$ cat src/design/eacm_pkg.sv
// Shared types, constants and the CORDIC arctangent table for the attitude
// circular mean unit. Used by all modules but eacm_isqrt; depends on nothing.
`timescale 1ns / 1ps
`default_nettype none

package eacm_pkg;

  localparam int MAX_SAMPLES_DEF = 4096;
  localparam int ANGLE_BITS_DEF  = 16;

  localparam int CORDIC_STEPS = 24;
  localparam int STEP_W       = $clog2(CORDIC_STEPS);
  localparam logic [31:0] CORDIC_GAIN_INV = 32'd652032874;

  localparam logic [1:0] SEL_PHI   = 2'd0;
  localparam logic [1:0] SEL_THETA = 2'd1;
  localparam logic [1:0] SEL_PSI   = 2'd2;

  typedef struct packed {
    logic       load_in;
    logic       drop;
    logic       rot_start;
    logic       vec_start;
    logic [1:0] sel;
    logic       mul;
    logic       accum;
    logic       sq;
    logic       sqrt_start;
    logic       out_load;
  } eacm_cmd_t;

  typedef struct packed {
    logic at_bound;
    logic last;
    logic cordic_busy;
    logic sqrt_busy;
    logic out_busy;
  } eacm_sts_t;

  function automatic logic [31:0] atan_turn(input logic [STEP_W-1:0] idx);
    logic [31:0] v;
    case (idx)
      5'd0:    v = 32'h20000000;
      5'd1:    v = 32'h12E4051E;
      5'd2:    v = 32'h09FB385B;
      5'd3:    v = 32'h051111D4;
      5'd4:    v = 32'h028B0D43;
      5'd5:    v = 32'h0145D7E1;
      5'd6:    v = 32'h00A2F61E;
      5'd7:    v = 32'h00517C55;
      5'd8:    v = 32'h0028BE53;
      5'd9:    v = 32'h00145F2F;
      5'd10:   v = 32'h000A2F98;
      5'd11:   v = 32'h000517CC;
      5'd12:   v = 32'h00028BE6;
      5'd13:   v = 32'h000145F3;
      5'd14:   v = 32'h0000A2FA;
      5'd15:   v = 32'h0000517D;
      5'd16:   v = 32'h000028BE;
      5'd17:   v = 32'h0000145F;
      5'd18:   v = 32'h00000A30;
      5'd19:   v = 32'h00000518;
      5'd20:   v = 32'h0000028C;
      5'd21:   v = 32'h00000146;
      5'd22:   v = 32'h000000A3;
      5'd23:   v = 32'h00000051;
      default: v = 32'h00000000;
    endcase
    return v;
  endfunction

endpackage

`default_nettype wire

$ cat src/design/eacm_ctrl.sv
// Controller state machine: sequences sample intake, the three sine/cosine
// rotations, accumulation and the final arctangent and square root passes.
// Depends on eacm_pkg for the command and status types.
`timescale 1ns / 1ps
`default_nettype none

module eacm_ctrl (
  input  wire logic                clk,
  input  wire logic                rst_n,
  input  wire logic                in_tvalid,
  output logic                     in_tready,
  input  wire eacm_pkg::eacm_sts_t sts,
  output eacm_pkg::eacm_cmd_t      cmd
);
  import eacm_pkg::*;

  typedef enum logic [3:0] {
    S_IDLE, S_CHECK, S_ROT_PHI, S_ROT_THETA, S_ROT_PSI, S_MUL, S_ACC,
    S_SQ, S_VEC_GO, S_VEC_PHI, S_VEC_THETA, S_VEC_PSI, S_FIN
  } state_t;

  state_t state_r, state_nxt;

  always_comb begin
    state_nxt = state_r;
    cmd       = '0;
    case (state_r)
      S_IDLE: begin
        if (in_tvalid) begin
          cmd.load_in = 1'b1;
          state_nxt   = S_CHECK;
        end
      end
      S_CHECK: begin
        if (sts.at_bound) begin
          cmd.drop  = 1'b1;
          state_nxt = sts.last ? S_SQ : S_IDLE;
        end else begin
          cmd.rot_start = 1'b1;
          cmd.sel       = SEL_PHI;
          state_nxt     = S_ROT_PHI;
        end
      end
      S_ROT_PHI: begin
        if (!sts.cordic_busy) begin
          cmd.rot_start = 1'b1;
          cmd.sel       = SEL_THETA;
          state_nxt     = S_ROT_THETA;
        end
      end
      S_ROT_THETA: begin
        if (!sts.cordic_busy) begin
          cmd.rot_start = 1'b1;
          cmd.sel       = SEL_PSI;
          state_nxt     = S_ROT_PSI;
        end
      end
      S_ROT_PSI: begin
        if (!sts.cordic_busy) begin
          state_nxt = S_MUL;
        end
      end
      S_MUL: begin
        cmd.mul   = 1'b1;
        state_nxt = S_ACC;
      end
      S_ACC: begin
        cmd.accum = 1'b1;
        state_nxt = sts.last ? S_SQ : S_IDLE;
      end
      S_SQ: begin
        cmd.sq    = 1'b1;
        state_nxt = S_VEC_GO;
      end
      S_VEC_GO: begin
        cmd.vec_start  = 1'b1;
        cmd.sqrt_start = 1'b1;
        cmd.sel        = SEL_PHI;
        state_nxt      = S_VEC_PHI;
      end
      S_VEC_PHI: begin
        if (!sts.cordic_busy && !sts.sqrt_busy) begin
          cmd.vec_start = 1'b1;
          cmd.sel       = SEL_THETA;
          state_nxt     = S_VEC_THETA;
        end
      end
      S_VEC_THETA: begin
        if (!sts.cordic_busy) begin
          cmd.vec_start = 1'b1;
          cmd.sel       = SEL_PSI;
          state_nxt     = S_VEC_PSI;
        end
      end
      S_VEC_PSI: begin
        if (!sts.cordic_busy) begin
          state_nxt = S_FIN;
        end
      end
      S_FIN: begin
        if (!sts.out_busy) begin
          cmd.out_load = 1'b1;
          state_nxt    = S_IDLE;
        end
      end
      default: begin
        state_nxt = S_IDLE;
      end
    endcase
  end

  always_ff @(posedge clk) begin
    if (!rst_n) begin
      state_r <= S_IDLE;
    end else begin
      state_r <= state_nxt;
    end
  end

  assign in_tready = (state_r == S_IDLE);

`ifndef ASSERT_OFF
  a_load_free: assert property (@(posedge clk) disable iff (!rst_n)
    cmd.out_load |-> !sts.out_busy)
    else $error("result loaded over a pending beat");
  a_cordic_free: assert property (@(posedge clk) disable iff (!rst_n)
    (cmd.rot_start || cmd.vec_start) |-> !sts.cordic_busy)
    else $error("CORDIC started while busy");
  a_idle_quiet: assert property (@(posedge clk) disable iff (!rst_n)
    in_tready |-> (!sts.cordic_busy && !sts.sqrt_busy))
    else $error("input taken while a unit is still running");
`endif

endmodule

`default_nettype wire

$ cat config.mk
export PLATFORM = sky130hd
export DESIGN_NAME = eacm_ctrl
export DESIGN_NICKNAME = d
export VERILOG_FILES = /design/src/design/eacm_pkg.sv /design/src/design/eacm_ctrl.sv
export SDC_FILE = /design/constraint.sdc
export NUM_CORES = 1
export LEC_CHECK = 0
export CAP_MARGIN = 20
export CORE_AREA = 2 2 39 41
export CTS_CLUSTER_DIAMETER = 150
export DETAILED_ROUTE_END_ITERATION = 12
export DIE_AREA = 0 0 41 43
export DONT_BUFFER_PORTS = 1
export PLACE_DENSITY = 0.57
export REMOVE_ABC_BUFFERS = 1
export SLEW_MARGIN = 10
export SYNTH_ARGS = -nofsm -noshare
export SYNTH_HDL_FRONTEND = slang
export SYNTH_SLANG_ARGS = --single-unit
$ cat constraint.sdc
create_clock -name clk -period 1.9 [get_ports clk]
set_input_delay 0.095 -clock clk [delete_from_list [all_inputs] [get_ports clk]]
set_output_delay 0.095 -clock clk [all_outputs]
set_load 0.01 [all_outputs]
==> Word-level counts from Yosys, hierarchy flattened <==
Index checks and enable logic that the tools add are counted.
Widths: inputs -> output; s select.
{ "word_totals": {"ff_bits": 4, "in_bits": 8, "out_inout_bits": 12} }
{ "classes": {"n_eq_ne": 20, "muxes": 30, "n_reduce_logical": 6} }
{ "op_table": {"columns": ["op", "n"], "rows": [
  ["$pmux 4 s13", 1],
  ["$mux 4", 8],
  ["$eq 4x4->1 const B", 5],
  ["$eq 4x3->1 const B", 4],
  ["$ne 2x2->1 const B", 8],
  ["$mux 1", 13],
  ["$mux 3", 4],
  ["$eq 4x2->1 const B", 2],
  ["$pmux 2 s4", 1],
  ["$reduce_and 8->1", 1],
  ["$eq 4x1->1 const B", 1],
  ["$logic_not 4->1", 1],
  ["$pmux 1 s3", 1],
  ["$logic_not 1->1", 2],
  ["$mux 2", 1],
  ["$pmux 1 s2", 1],
  ["$reduce_or 2->1", 1],
  ["$logic_and 1x1->1", 1]
]} }

==> Logic depth before layout (Yosys ltp) <==
Gate-level depths: netlist of run 1.
{ "depth": {"ltp_word": 4, "mapped_depth": 5} }

==> Worst setup path before layout of run 1 <==
No wires, ideal clock.
{ "synth_path": {"path_type": "flip-flop to flip-flop", "from": "register state_r[1]", "to": "register state_r[0]", "arrival_ns": 1.278, "required_ns": 1.797, "path_slack_ns": 0.519, "stages_incl_launch_ff": 6, "n_path_buf": 1, "cell_sequence": "dfxtp_1 -> buf_6 -> nand2b_4 -> a211oi_4 -> nor4_2 -> a2111oi_2"} }
{ "synth_via": {"elab_chain_cells": 3, "elab_cells_between_ends": 23, "classes_between": "eq/ne: 20; mux: 1; reduce/logical: 2"} }
{ "synth_lines": {"columns": ["element", "line", "text"], "rows": [
  ["from (decl)", "eacm_ctrl.sv:22", "state_t state_r, state_nxt;"],
  ["from (signal assigned)", "eacm_ctrl.sv:116", "state_r <= state_nxt;"],
  ["$eq 4x4->1, or another cell as far along", "eacm_ctrl.sv:27", "case (state_r)"],
  ["$ne 2x2->1 (no line)", null, null],
  ["$reduce_and 8->1 (no line)", null, null]
]} }
Several ways; a longest one is shown, not always the timed one.
A chain may end at the register's enable or synchronous reset.

==> Final worst setup path of run 1 <==
{ "layout_path": {"from": "register state_r[0]", "to": "output in_tready"} }
{ "layout_via": {"elab_chain_cells": 1} }
{ "layout_lines": {"columns": ["element", "line", "text"], "rows": [
  ["$logic_not 4->1", "eacm_ctrl.sv:120", "assign in_tready = (state_r == S_IDLE);"],
  ["to (decl)", "eacm_ctrl.sv:11", "output logic in_tready,"]
]} }
No other way between the ends.

==> results.toml, run 1 <==
[sta]
drv_slew = 0
hold_viol = 0
worst_pin_slew_ns = 0.529
finalSetupViolations = 0
min_period_ns = 1.65
fmax_mhz = 608
finClkSkew_ns = 0.00408
rsz0062_at_grt = "no"
fin_crit_sh = 0.866
tns_ns = 0
fin_ws_ns = 0.254
slew_headroom = 0.644

[synth]
ys_async_sr_fraction = 0
synth_ff_type = "dfxtp_1"
yosys_warnings = 0
synth_cell_types = 29
synthCells = 70
ys_seq_area_frac = 0.164
synth-seq-cells = 4
synth-edff-count = 0
postSynthAreaPerCell_um2 = 6.97
syn-cell-area_um2 = 488
netlist_top_cells_area = "dfxtp_1 16%, nor2_1 9.2%, nand2b_1 6.4%"
yosys.area.top_type = "dfxtp_1"
netlist.area_leader.share = 0.164

[place]
port_buffers = 0
placed_area_um2 = 510
pre_cts_ws_ns = 0.296
gp_congestion = 0.786
dp_hpwl_um = 937

[pwr]
powerDensity_nw_per_um2 = 1650
p_leak_nw = 0.198
irDropWorstVdd_v = 0.000597

[final_layout]
antenna_cells = 0
stdcell_area_um2 = 533
largest_reg_flops = 4
nets = 82
fill_cells = 151
top_regs = "state_r: 4 flops"
area_growth_pct = 9.23
top_register = "state_r"
drive_gt1_frac = 0.181

[critical_path]
r2r_cells = 4
cp.arrival_ns = 1.55
worst_setup_path_end_kind = "output port"
rr_endpoint = "state_r[0]"
r2r_start = "state_r[0]"
setup.worst_path.start_class = "flop"
worstPathRequired_ns = 1.80
critPathKind = "flop to output port"
path_max_fanout = 13
ff2ff_setup_slack_ns = 0.28

[floorplanning]
pin_count = 20
fp.dieArea_um2 = 1760
die_w_um = 41
dieHeight_um = 43
start_util = 0.353
row_count = 14
core_um2 = 1380

[global_route]
overflow = 0
grt_pass1_vias = 427
antenna_found_initial = 0
grt_pass1_wl_mm = 1.89
grt.total_usage = 0.156
grt_max_degree = 14

[clock_network]
cts_tree = "done"
clockBufferDepth = 2
cts-root-buf = "clkbuf_4"
path_clk_slew_ns = 0.03
cts.repair.resized = 0
post-cts-setup-buffers = 0
clock_latency_ns = 0.24
cts_hold_buf = 0
cts_buffers = 3
clock_sinks = 4
htree_levels = 1

[detailed_routing]
wl_per_cell_um = 13.8
num_vias = 485
viasPerCell = 5.51
drt_iter0_markers = 12
drtAntennaViolNets = 0
drcViolationCount = 0
finalWirelength_mm = 1.22
dr.pass1.iters = 4

[worst_hold_path]
hold_class = "primary input to flop"
holdPathEnd = "state_r[1]"
holdCritStartpoint = "rst_n"
hold_depth = 2

[job]
cap_violations = 0

[run_status]
outcome = "completed"
layout make-up:
type / instances / area [um^2] / share of cell area
Sequential cell: 4 / 80.1 / 0.150
Tap cell: 16 / 20.0 / 0.0376
Clock buffer: 3 / 22.5 / 0.0423
Multi-Input combinational cell: 54 / 354 / 0.664
Timing Repair Buffer: 4 / 30.0 / 0.0563
Inverter: 7 / 26.3 / 0.0493
where the power goes:
part           switching, mW  leakage (nW)  internal (mW)  total, mW
registers             0.0847        0.0329          0.118      0.202
clock network         0.0346        0.0138         0.0706      0.105
logic                  0.325         0.151          0.245      0.570
through the flow:
step	total power, mW	util	hold WS (ns)	instances
after global placement	0.765	0.369	0.245	85
after global routing	0.945	0.385	0.0448	88
after floorplan	0.605	-	0.240	65
after CTS	0.880	0.385	0.0254	88
after detailed placement	0.769	0.369	0.245	85
final	0.877	0.385	0.0333	88
layout by cell type, fill, tap and decap left out, drive strengths merged:
master,instances
xnor2,1
dfxtp,4
or2,1
a31oi,1
nor3,3
mux2i,1
o21ai,3
a21oi,5
a2111oi,2
a211oi,3
nand2b,6
o21ba,1
nor4,4
nor2,12
clkbuf,3
nand2,5
buf,4
o22ai,1
and4,2
a221oi,1
o2111ai,1
inv,7
and2,1
logic make-up after synthesis:
group | count (synthesis) | share of synthesized area
AND/OR/NAND/NOR | 34 | 0.379
AO/OA/AOI/OAI | 18 | 0.308
buffers and inverters | 12 | 0.110
flip-flops | 4 | 0.164
XOR/XNOR | 1 | 0.0180
multiplexers | 1 | 0.0205
critical path, cell delays in order, from the launching register on:
cell     delay, ns
dfxtp_1       0.41
or2_1         0.30
buf_4         0.17
nor3_1        0.25
buf_4         0.19
metal layers:
layer  part of all wire  routed length [um]  GRT usage
met2               0.46                 557      0.222
met5                  0                   0          0
met3              0.076                  92     0.0681
met1               0.47                 568      0.201
met4                  0                   0     0.0600
synth_stat cells, types with 2 or more instances:
cell type	n
a21oi_1	5
o21ai_0	2
a2111oi_2	2
clkbuf_1	3
nor4_1	3
nand2_1	5
nor3_1	3
nand2b_1	5
nor2_1	12
and4_1	2
inv_1	7
dfxtp_1	4
how the worst max path moves through the flow:
stage                       endpoint  slack [ns]       start
after floorplan           state_r[0]        0.37  state_r[3]
after global placement    state_r[0]        0.35  state_r[0]
after detailed placement  state_r[0]        0.30  state_r[0]
after CTS                  in_tready        0.25  state_r[0]
after global routing       in_tready        0.19  state_r[0]
final                      in_tready        0.25  state_r[0]
Power figures use the tool's default switching activity.
==> run 2, diff against run 1 <==
--- a/config.mk
+++ b/config.mk
@@ -12,5 +12,5 @@
 export DIE_AREA = 0 0 41 43
 export DONT_BUFFER_PORTS = 1
-export PLACE_DENSITY = 0.57
+export PLACE_DENSITY = 0.62
 export REMOVE_ABC_BUFFERS = 1
 export SLEW_MARGIN = 10
==> constraint.sdc (replaced) <==
create_clock -name clk -period 1.9 [get_ports clk]
set_input_delay 0.19 -clock clk [delete_from_list [all_inputs] [get_ports clk]]
set_output_delay 0.19 -clock clk [all_outputs]
set_load 0.01 [all_outputs]
==> run 2 against run 1 <==
  * Global-route usage down 0.99 points
  * Critical path type is now flop to flop
  * Clock skew down 0.0024 ns
  * Register-to-register slack worse by 0.04 ns
  * Largest cell class unchanged
==> results.toml, run 2 (synthesis gave the netlist of run 1 again) <==
[critical_path]
ff2ff_setup_slack_ns = 0.24
cp.arrival_ns = 1.77
max_stage_delay_ns = 0.51
setup.worst_path.start_class = "flop"
worst_setup_path_end_kind = "flop"
r2r_cells = 4
worstPathRequired_ns = 2.01
worst_path_max_delay_cell = "dfxtp_1"
path_max_fanout = 9
cp_cell_sequence = "a21oi_1, a211oi_4, nor4_2, a2111oi_2"
critPathKind = "flop to flop"

[clock_network]
cts_buffers = 3
clock_latency_ns = 0.23
cts.repair.resized = 0
post-cts-setup-buffers = 0
path_clk_slew_ns = 0.04
cts_tree = "done"
cts-root-buf = "clkbuf_4"
cts_hold_buf = 0
clockBufferDepth = 2
htree_levels = 1
clock_sinks = 4

[place]
placed_area_um2 = 510
port_buffers = 0
dp_hpwl_um = 931
pre_cts_ws_ns = 0.284
place_inst = 85
gp_congestion = 0.795

[floorplanning]
die_w_um = 41
core_um2 = 1380
pin_count = 20
fp.dieArea_um2 = 1760
row_count = 14
dieHeight_um = 43
start_util = 0.353

[global_route]
grt_pass1_vias = 426
overflow = 0
grt.total_usage = 0.146
antenna_found_initial = 0
grt_pass1_wl_mm = 1.81
grt_max_degree = 12

[final_layout]
nets = 82
mostFrequentLayoutCell = "nor2_1"
top_register = "state_r"
top_regs = "state_r: 4 flops"
layout.cells.non_filler = 88
antenna_cells = 0
area_growth_pct = 9.23
largest_reg_flops = 4
fill_cells = 151
final_cell_mix = "12 x nor2_1, 7 x inv_1, 5 x nand2b_1, 5 x nand2_1, 5 x a21oi_1"
drive_gt1_frac = 0.181
stdcell_area_um2 = 533

[sta]
tns_ns = 0
fin_ws_ns = 0.239
fmax_mhz = 602
hold_viol = 0
finClkSkew_ns = 0.00169
fin_crit_sh = 0.874
worst_pin_slew_ns = 0.536
slew_headroom = 0.639
finalSetupViolations = 0
drv_slew = 0
min_period_ns = 1.66
rsz0062_at_grt = "no"

[pwr]
comb_power_share = 0.674
p_leak_nw = 0.198
switchingPower_mw = 0.427
p_seq_frac = 0.208
internal-power_mw = 0.426
irDropWorstVdd_v = 0.000594
clock_power_share = 0.118
powerDensity_nw_per_um2 = 1600
swShare = 0.501

[detailed_routing]
drt_iter0_markers = 7
viasPerCell = 5.48
wl_per_cell_um = 13.3
dr.pass1.iters = 2
num_vias = 482
drtAntennaViolNets = 0
drcViolationCount = 0
finalWirelength_mm = 1.17

[job]
cap_violations = 0

[worst_hold_path]
hold_depth = 2
hold_class = "primary input to flop"

[run_status]
outcome = "completed"
-- run 2: cell counts in the layout (fill, tap and decap cells not counted) --
Identical to the previous run, type by type.
-- run 2: worst paths after layout --
check	from	end
max	state_r[3]	state_r[0]
min reg2reg	state_r[1]	state_r[1]
max reg2reg	state_r[3]	state_r[0]
min	rst_n	state_r[1]
-- run 2: layout make-up --
class,instances,area [um^2],share of cell area
multi-input combinational,54,354,0.664
sequential,4,80.1,0.150
timing repair buffer,4,30.0,0.0563
inverter,7,26.3,0.0493
tap,16,20.0,0.0376
clock buffer,3,22.5,0.0423
-- run 2: power groups by stage --
stage          Clock, mW  Combinational (mW)  Sequential [mW]
4_1_cts            0.106               0.575            0.178
3_3_place_gp           0               0.574            0.176
5_1_grt            0.113               0.632            0.190
2_1_floorplan          0               0.408            0.197
6_report           0.101               0.574            0.177
3_5_place_dp           0               0.572            0.180
-- run 2: layer usage --
| layer | track usage | up-vias | share of wire |
|---|---|---|---|
| li1 | - | 253 | - |
| met1 | 0.195 | 216 | 0.48 |
| met2 | 0.213 | 13 | 0.44 |
| met3 | 0.0733 | 0 | 0.078 |
| met4 | 0.0200 | 0 | 0 |
| met5 | 0 | - | 0 |
-- run 2: per-stage QoR --
| step | power (mW) | util | hold slack (ns) |
|---|---|---|---|
| after global routing | 0.935 | 0.385 | 0.137 |
| after CTS | 0.859 | 0.385 | 0.126 |
| after floorplan | 0.605 | - | 0.347 |
| after global placement | 0.749 | 0.369 | 0.378 |
| final | 0.852 | 0.385 | 0.134 |
| after detailed placement | 0.752 | 0.369 | 0.362 |
-- run 2: critical path, delay by kind of cell, from the launching register on --
| kind | cells | cell delay (ns) |
|---|---|---|
| AOI/OAI and AO/OA | 3 | 0.94 |
| DFF | 1 | 0.51 |
| and+or+nand+nor | 1 | 0.10 |
